[src/rtl/fingerprint_hash_accumulator_assert.svh]
// Assertion macros shared by the RTL.
`ifndef FINGERPRINT_HASH_ACCUMULATOR_ASSERT_SVH
`define FINGERPRINT_HASH_ACCUMULATOR_ASSERT_SVH

// Same-cycle implication, disabled during reset.
`define FHACC_ASSERT_NOW(label, clk, rst_n, cond, prop, msg) \
	label: assert property (@(posedge clk) disable iff (!(rst_n)) (cond) |-> (prop)) \
		else $error(msg);

// Next-cycle implication, disabled during reset.
`define FHACC_ASSERT_NEXT(label, clk, rst_n, cond, prop, msg) \
	label: assert property (@(posedge clk) disable iff (!(rst_n)) (cond) |=> (prop)) \
		else $error(msg);

`endif

[src/rtl/fhacc_pkg.sv]
package fhacc_pkg;

	// Command codes
	localparam logic [2:0] CMD_START  = 3'd0;
	localparam logic [2:0] CMD_WORD   = 3'd1;
	localparam logic [2:0] CMD_BYTE   = 3'd2;
	localparam logic [2:0] CMD_STREND = 3'd3;
	localparam logic [2:0] CMD_EMIT   = 3'd4;

	// Hash constants
	localparam logic [63:0] GOLDEN_GAMMA = 64'h9e37_79b9_7f4a_7c15;
	localparam logic [63:0] MIX_MUL_A    = 64'hbf58_476d_1ce4_e5b9;
	localparam logic [63:0] MIX_MUL_B    = 64'h94d0_49bb_1331_11eb;
	localparam logic [63:0] FNV_BASIS    = 64'hcbf2_9ce4_8422_2325;
	localparam logic [63:0] FNV_PRIME    = 64'h0000_0100_0000_01b3;

	// Request to the shared multiplier
	typedef struct packed {
		logic        start;
		logic [63:0] a;
		logic [63:0] b;
	} mul_req_t;

	// Response from the shared multiplier
	typedef struct packed {
		logic        busy;
		logic        done;
		logic [63:0] product;
	} mul_rsp_t;

	// First part of the finalizer: add gamma, then xor-shift by 30
	function automatic logic [63:0] mix_pre(input logic [63:0] v);
		logic [63:0] z;
		z = v + GOLDEN_GAMMA;
		return z ^ (z >> 30);
	endfunction

endpackage

[src/rtl/fingerprint_hash_accumulator.sv]
// Streaming 64-bit fingerprint accumulator. Start (0) loads the running
// hash with data_word; add word (1) folds data_word in through the
// splitmix64 finalizer; string byte (2) steps the FNV-1a 64 register with
// text_byte; string end (3) folds the FNV register in as a word and returns
// it to the offset basis; emit (4) sends the running hash as a fingerprint
// beat, zero shown as one; codes 5 to 7 do nothing. All 64-bit products go
// through one 32x32 multiplier, three partial products each, so the block
// takes one item at a time: start, emit and unused codes use no product,
// a string byte takes one product, and add word or string end take two
// dependent products. No item of any kind is taken while an earlier
// fingerprint beat is still waiting to be taken.
`include "fingerprint_hash_accumulator_assert.svh"

module fingerprint_hash_accumulator (
	input  logic        clk,
	input  logic        arst_n,
	input  logic        item_valid,
	output logic        item_ready,
	input  logic [2:0]  command,
	input  logic [63:0] data_word,
	input  logic [7:0]  text_byte,
	output logic        result_valid,
	input  logic        result_ready,
	output logic [63:0] fingerprint
);

	localparam logic [1:0] ST_IDLE = 2'd0;
	localparam logic [1:0] ST_MIX1 = 2'd1;
	localparam logic [1:0] ST_MIX2 = 2'd2;
	localparam logic [1:0] ST_FNV  = 2'd3;

	logic [1:0]  state_q;
	logic [1:0]  state_d;
	logic [63:0] hash_q;
	logic [63:0] str_q;
	logic        out_valid_q;
	logic [63:0] fp_q;
	logic        accept;

	// Terms used by the checks
	logic        emit_take;
	logic        quiet_take;
	logic        beat_ok;
	logic        mul_active;

	fhacc_pkg::mul_req_t mul_req;
	fhacc_pkg::mul_rsp_t mul_rsp;

	fhacc_mul u_mul (
		.clk    (clk),
		.arst_n (arst_n),
		.req    (mul_req),
		.rsp    (mul_rsp)
	);

	// Take an item when idle and the output beat has room
	assign item_ready = (state_q == ST_IDLE) && (!out_valid_q || result_ready);
	assign accept     = item_valid && item_ready;

	// Next state and multiplier requests
	always_comb begin
		state_d       = state_q;
		mul_req.start = 1'b0;
		mul_req.a     = fhacc_pkg::mix_pre(hash_q ^ data_word);
		mul_req.b     = fhacc_pkg::MIX_MUL_A;
		case (state_q)
			ST_IDLE: begin
				if (accept) begin
					case (command)
						fhacc_pkg::CMD_WORD: begin
							mul_req.start = 1'b1;
							state_d       = ST_MIX1;
						end
						fhacc_pkg::CMD_STREND: begin
							mul_req.start = 1'b1;
							mul_req.a     = fhacc_pkg::mix_pre(hash_q ^ str_q);
							state_d       = ST_MIX1;
						end
						fhacc_pkg::CMD_BYTE: begin
							mul_req.start = 1'b1;
							mul_req.a     = str_q ^ {56'd0, text_byte};
							mul_req.b     = fhacc_pkg::FNV_PRIME;
							state_d       = ST_FNV;
						end
						default: begin
							state_d = ST_IDLE;
						end
					endcase
				end
			end
			ST_MIX1: begin
				// second xor-shift-multiply round
				mul_req.a = mul_rsp.product ^ (mul_rsp.product >> 27);
				mul_req.b = fhacc_pkg::MIX_MUL_B;
				if (mul_rsp.done) begin
					mul_req.start = 1'b1;
					state_d       = ST_MIX2;
				end
			end
			ST_MIX2: begin
				if (mul_rsp.done) begin
					state_d = ST_IDLE;
				end
			end
			ST_FNV: begin
				if (mul_rsp.done) begin
					state_d = ST_IDLE;
				end
			end
			default: begin
				state_d = ST_IDLE;
			end
		endcase
	end

	// Sequencer and hash state
	always_ff @(posedge clk or negedge arst_n) begin
		if (!arst_n) begin
			state_q <= ST_IDLE;
			hash_q  <= '0;
			str_q   <= fhacc_pkg::FNV_BASIS;
		end else begin
			state_q <= state_d;
			if (accept && command == fhacc_pkg::CMD_START) begin
				hash_q <= data_word;
			end
			if (accept && command == fhacc_pkg::CMD_STREND) begin
				str_q <= fhacc_pkg::FNV_BASIS;
			end
			if (state_q == ST_MIX2 && mul_rsp.done) begin
				hash_q <= mul_rsp.product ^ (mul_rsp.product >> 31);
			end
			if (state_q == ST_FNV && mul_rsp.done) begin
				str_q <= mul_rsp.product;
			end
		end
	end

	// Output beat register
	always_ff @(posedge clk or negedge arst_n) begin
		if (!arst_n) begin
			out_valid_q <= 1'b0;
		end else if (accept && command == fhacc_pkg::CMD_EMIT) begin
			out_valid_q <= 1'b1;
		end else if (result_ready) begin
			out_valid_q <= 1'b0;
		end
	end

	always_ff @(posedge clk) begin
		if (accept && command == fhacc_pkg::CMD_EMIT) begin
			fp_q <= (hash_q == 64'd0) ? 64'd1 : hash_q;
		end
	end

	assign result_valid = out_valid_q;
	assign fingerprint  = fp_q;

	// Checks
	assign emit_take  = accept && (command == fhacc_pkg::CMD_EMIT);
	assign quiet_take = accept && (command != fhacc_pkg::CMD_EMIT) && !result_valid;
	assign beat_ok    = result_valid && (fingerprint != 64'd0);
	assign mul_active = mul_rsp.busy || mul_rsp.done;

	`FHACC_ASSERT_NEXT(a_emit_beat, clk, arst_n, emit_take, beat_ok, "no beat after emit")
	`FHACC_ASSERT_NEXT(a_no_stray, clk, arst_n, quiet_take, !result_valid, "beat without emit")
	`FHACC_ASSERT_NOW(a_mul_own, clk, arst_n, mul_active, state_q != ST_IDLE, "stray multiply")

endmodule

[src/rtl/fhacc_mul.sv]
// Low 64 bits of a 64x64 product, built from three 32x32 partial
// products on one multiplier, one partial product per cycle.
module fhacc_mul (
	input  logic                 clk,
	input  logic                 arst_n,
	input  fhacc_pkg::mul_req_t  req,
	output fhacc_pkg::mul_rsp_t  rsp
);

	localparam logic [1:0] STEP_LL = 2'd0;
	localparam logic [1:0] STEP_LH = 2'd1;
	localparam logic [1:0] STEP_HL = 2'd2;

	logic [1:0]  step_q;
	logic        busy_q;
	logic        done_q;
	logic [63:0] a_q;
	logic [63:0] b_q;
	logic [63:0] acc_q;

	logic [31:0] op_a;
	logic [31:0] op_b;
	logic [63:0] part;

	// Operand select per step
	always_comb begin
		case (step_q)
			STEP_LL: begin
				op_a = a_q[31:0];
				op_b = b_q[31:0];
			end
			STEP_LH: begin
				op_a = a_q[31:0];
				op_b = b_q[63:32];
			end
			STEP_HL: begin
				op_a = a_q[63:32];
				op_b = b_q[31:0];
			end
			default: begin
				op_a = '0;
				op_b = '0;
			end
		endcase
	end

	// The shared 32x32 multiplier
	assign part = {32'd0, op_a} * {32'd0, op_b};

	// Sequencer control
	always_ff @(posedge clk or negedge arst_n) begin
		if (!arst_n) begin
			step_q <= STEP_LL;
			busy_q <= 1'b0;
			done_q <= 1'b0;
		end else begin
			done_q <= 1'b0;
			if (req.start) begin
				busy_q <= 1'b1;
				step_q <= STEP_LL;
			end else if (busy_q) begin
				if (step_q == STEP_HL) begin
					busy_q <= 1'b0;
					done_q <= 1'b1;
				end else begin
					step_q <= step_q + 2'd1;
				end
			end
		end
	end

	// Operands and accumulator
	always_ff @(posedge clk) begin
		if (req.start) begin
			a_q <= req.a;
			b_q <= req.b;
		end else if (busy_q) begin
			if (step_q == STEP_LL) begin
				acc_q <= part;
			end else begin
				acc_q <= acc_q + {part[31:0], 32'd0};
			end
		end
	end

	assign rsp.busy    = busy_q;
	assign rsp.done    = done_q;
	assign rsp.product = acc_q;

endmodule
[config.mk]
export PLATFORM = sky130hd
export DESIGN_NAME = fingerprint_hash_accumulator
export DESIGN_NICKNAME = d
export VERILOG_FILES = /design/src/rtl/fhacc_pkg.sv /design/src/rtl/fingerprint_hash_accumulator.sv /design/src/rtl/fhacc_mul.sv
export VERILOG_INCLUDE_DIRS = /design/src /design/src/rtl
export SDC_FILE = /design/constraint.sdc
export NUM_CORES = 2
export LEC_CHECK = 0
export BUFFER_PORTS_ARGS = -buffer_cell sky130_fd_sc_hd__clkbuf_2
export CAP_MARGIN = 25
export CELL_PAD_IN_SITES_DETAIL_PLACEMENT = 0
export CELL_PAD_IN_SITES_GLOBAL_PLACEMENT = 1
export CORE_UTILIZATION = 47
export CTS_CLUSTER_DIAMETER = 40
export DETAILED_ROUTE_END_ITERATION = 7
export GPL_TIMING_DRIVEN = 0
export PLACE_DENSITY = 0.8
export SYNTH_ARGS = -nofsm -noshare
export SYNTH_HDL_FRONTEND = slang
export SYNTH_HIERARCHICAL = 1
export SYNTH_SLANG_ARGS = --single-unit
export TNS_END_PERCENT = 5
[constraint.sdc]
create_clock -name clk -period 17.4 [get_ports clk]
set_input_delay 2.61 -clock clk [delete_from_list [all_inputs] [get_ports clk]]
set_output_delay 2.61 -clock clk [all_outputs]
set_load 0.02 [all_outputs]
==> impl_metrics.toml <==
[place]
placed_cell_area_sq_mm = 0.0612
dp.final_hpwl_mm = 214
io_buffer_count = 144
place_inst = 8137
globalplace.congestion = 1.07

[layout]
post-route-util_pct = 53.0
final_cell_count_no_fill = 8294
seq_area_sq_mm = 0.0111
finalInstanceArea_sq_mm = 0.0639
final.fill_count = 11422
area.growth.synth_to_final_pct = 11.4
drive_above_1_share_pct = 7.31
final_nets = 7890
multi_input_area_sq_mm = 0.0413

[setup_path]
critical_path.reg2reg.startpoint = "u_mul/step_q[0]$_DFFE_PN0P_"
timing.critical_path.arrival_ns = 15.40
worst-setup-path-type = "reg2reg"
cp_max_fo = 11
critical_path_required_ns = 17.78
worst_path_largest_cell_delay_ns = 0.77
setup.worst_path.start_class = "register"
critPathMostFrequentCell = "fa_1"
cp_slowest_cell = "xor2_1"
worst_setup_path_end_kind = "register"
timing.critical_path.from = "u_mul/step_q[0]$_DFFE_PN0P_"

[run_status]
run_status = "finished, final reports clean"

[clocking]
cts-buffers-inserted = 75
clk_latency_ns = 0.64
cts_tree = "built"
ctsRootBufferMaster = "clkbuf_16"
cts.clk_slew.worst_paths_ns = 0.06
cts_setup_buffers = 0
clockBufferDepth = 3
cts-htree-levels = 3
post_cts_hold_buffer_count = 0
numClockSinks = 391
ctsResizeCount = 0

[detailed_routing]
drt_iter0_drc = 6230
drt-pass1-iter-count = 6
route.detailed.drc = 0
routed_length_per_instance_um = 30.9
drt_wirelength_mm = 257
avgViaCountPerCell = 6.05
dr_total_vias = 50163
detail-route-antenna-nets = 0

[floorplan]
initial_core_util_pct = 47.6
die_height_um = 351
num_io_pins = 145
core.rowCount = 127
placeableCoreArea_sq_mm = 0.120
die_area_sq_mm = 0.123
die_width_um = 351

[timing]
worst_slew_pin_slew_ns = 1.50
finalMaxSlewViolations = 0
rsz_0062_raised_after_global_routing = "no"
max-slew-margin-rel_pct = 0.138
finalSetupViolations = 0
clock.fmax_mhz = 66.6
fin_worst_skew_ns = 0.0375
whs_ns = 0.517
final_min_period_over_clock_period_pct = 86.3
min_period_ns = 15.02
final-hold-violation-count = 0

[grt]
gr-usage-met2_pct = 62.0
globalRouteOverflowTotal = 0
grt_max_degree = 86
met1_routing_resource_usage_after_global_routing_pct = 54.7
gr-usage-all-layers_pct = 42.1
wire_length_of_the_first_global_routing_pass_mm = 364
grt_pass1_vias = 50160
groute.layer.met3.usage_pct = 11.2
gr-max-usage-layer = "met2"
grt_antenna_before_repair = 18

[logic_synthesis]
yosys_warnings = 6
post_synth_instance_area_sq_mm = 0.0574
syn-instance-count = 6293
avgSynthCellArea_sq_um = 9.11

[min_path]
holdCritPathClass = "reg2reg"
hold_path.startpoint = "result_valid$_DFFE_PN0P_"

[run]
maxCapViolations = 0
[path summary, 6_finish.rpt]
kind	end	slack (ns)	cells after the start
worst max register to register	u_mul/acc_q[61]$_DFFE_PP_	2.38	40
worst max-delay path	u_mul/acc_q[61]$_DFFE_PP_	2.38	40
worst min-delay path	result_valid$_DFFE_PN0P_	0.52	2
worst min register to register	result_valid$_DFFE_PN0P_	0.52	2
min in group asynchronous	hash_q[60]$_DFFE_PN0P_	1.92	1
max in group asynchronous	str_q[63]$_DFFE_PN1P_	14.57	2
[layout make-up]
class	instances	area share, %
Multi-Input combinational cell	4592	64.6
Sequential cell	391	17.4
Inverter	904	5.31
Tap cell	1612	3.16
Clock buffer	85	3.05
Timing Repair Buffer	224	2.87
Buffer	425	2.64
Clock inverter	54	0.932
Antenna cell	7	0.0274
[worst max-delay path, delay by kind of cell, from the launching register on]
kind / cells / cell delay [ns]
buffers and inverters: 12 / 5.11
XOR/XNOR: 2 / 0.92
adder cells (fa/ha/maj): 11 / 5.18
AO/OA/AOI/OAI: 8 / 1.58
flip-flops: 1 / 0.42
AND/OR/NAND/NOR: 7 / 1.51
[layer usage]
layer | vias to the layer above | wire (um)
met5 | - | 108
met3 | 790 | 29500
li1 | 20762 | -
met1 | 25366 | 98300
met2 | 3229 | 109000
met4 | 16 | 19900
[state kept, by name, summed over array words and instances (netlist names), 2 cells and up]
signal,count
u_mul/b_q,64
str_q,64
hash_q,64
u_mul/acc_q,64
u_mul/a_q,64
state_q,2
u_mul/step_q,2
fingerprint,64
[cells in the final DEF (no fill, tap or decap), types with 16 or more instances in the layout]
master,instances
clkbuf_2,143
a221oi_1,47
a211oi_1,27
nor2_1,644
clkbuf_16,76
a21oi_1,257
nor4_1,29
o21bai_1,21
buf_1,20
and2_1,47
xnor2_1,303
mux2i_1,75
nand2_1,877
nor2b_1,16
a22oi_1,74
xor2_1,203
a31oi_1,22
dfstp_2,28
nand3_1,60
inv_1,903
edfxtp_1,256
buf_8,41
nand2b_1,20
a22o_1,33
clkbuf_1,395
fa_1,897
o211ai_1,20
nand4_1,31
o21ai_0,143
ha_1,301
or2_2,35
o22ai_1,20
nor3_1,48
buf_4,24
a21o_1,64
o31ai_1,16
conb_1,21
and3_1,24
dfrtp_1,107
[stage by stage]
step | setup TNS, ns | setup WS (ns)
floorplan | 0 | 4.01
global placement | -249.71 | -4.40
detailed placement | 0 | 2.82
CTS | 0 | 2.78
global route | 0 | 2.21
finish | 0 | 2.38
Power is not shown: default switching activity piles up to over one toggle a cycle in this logic, so the estimate is an artifact.
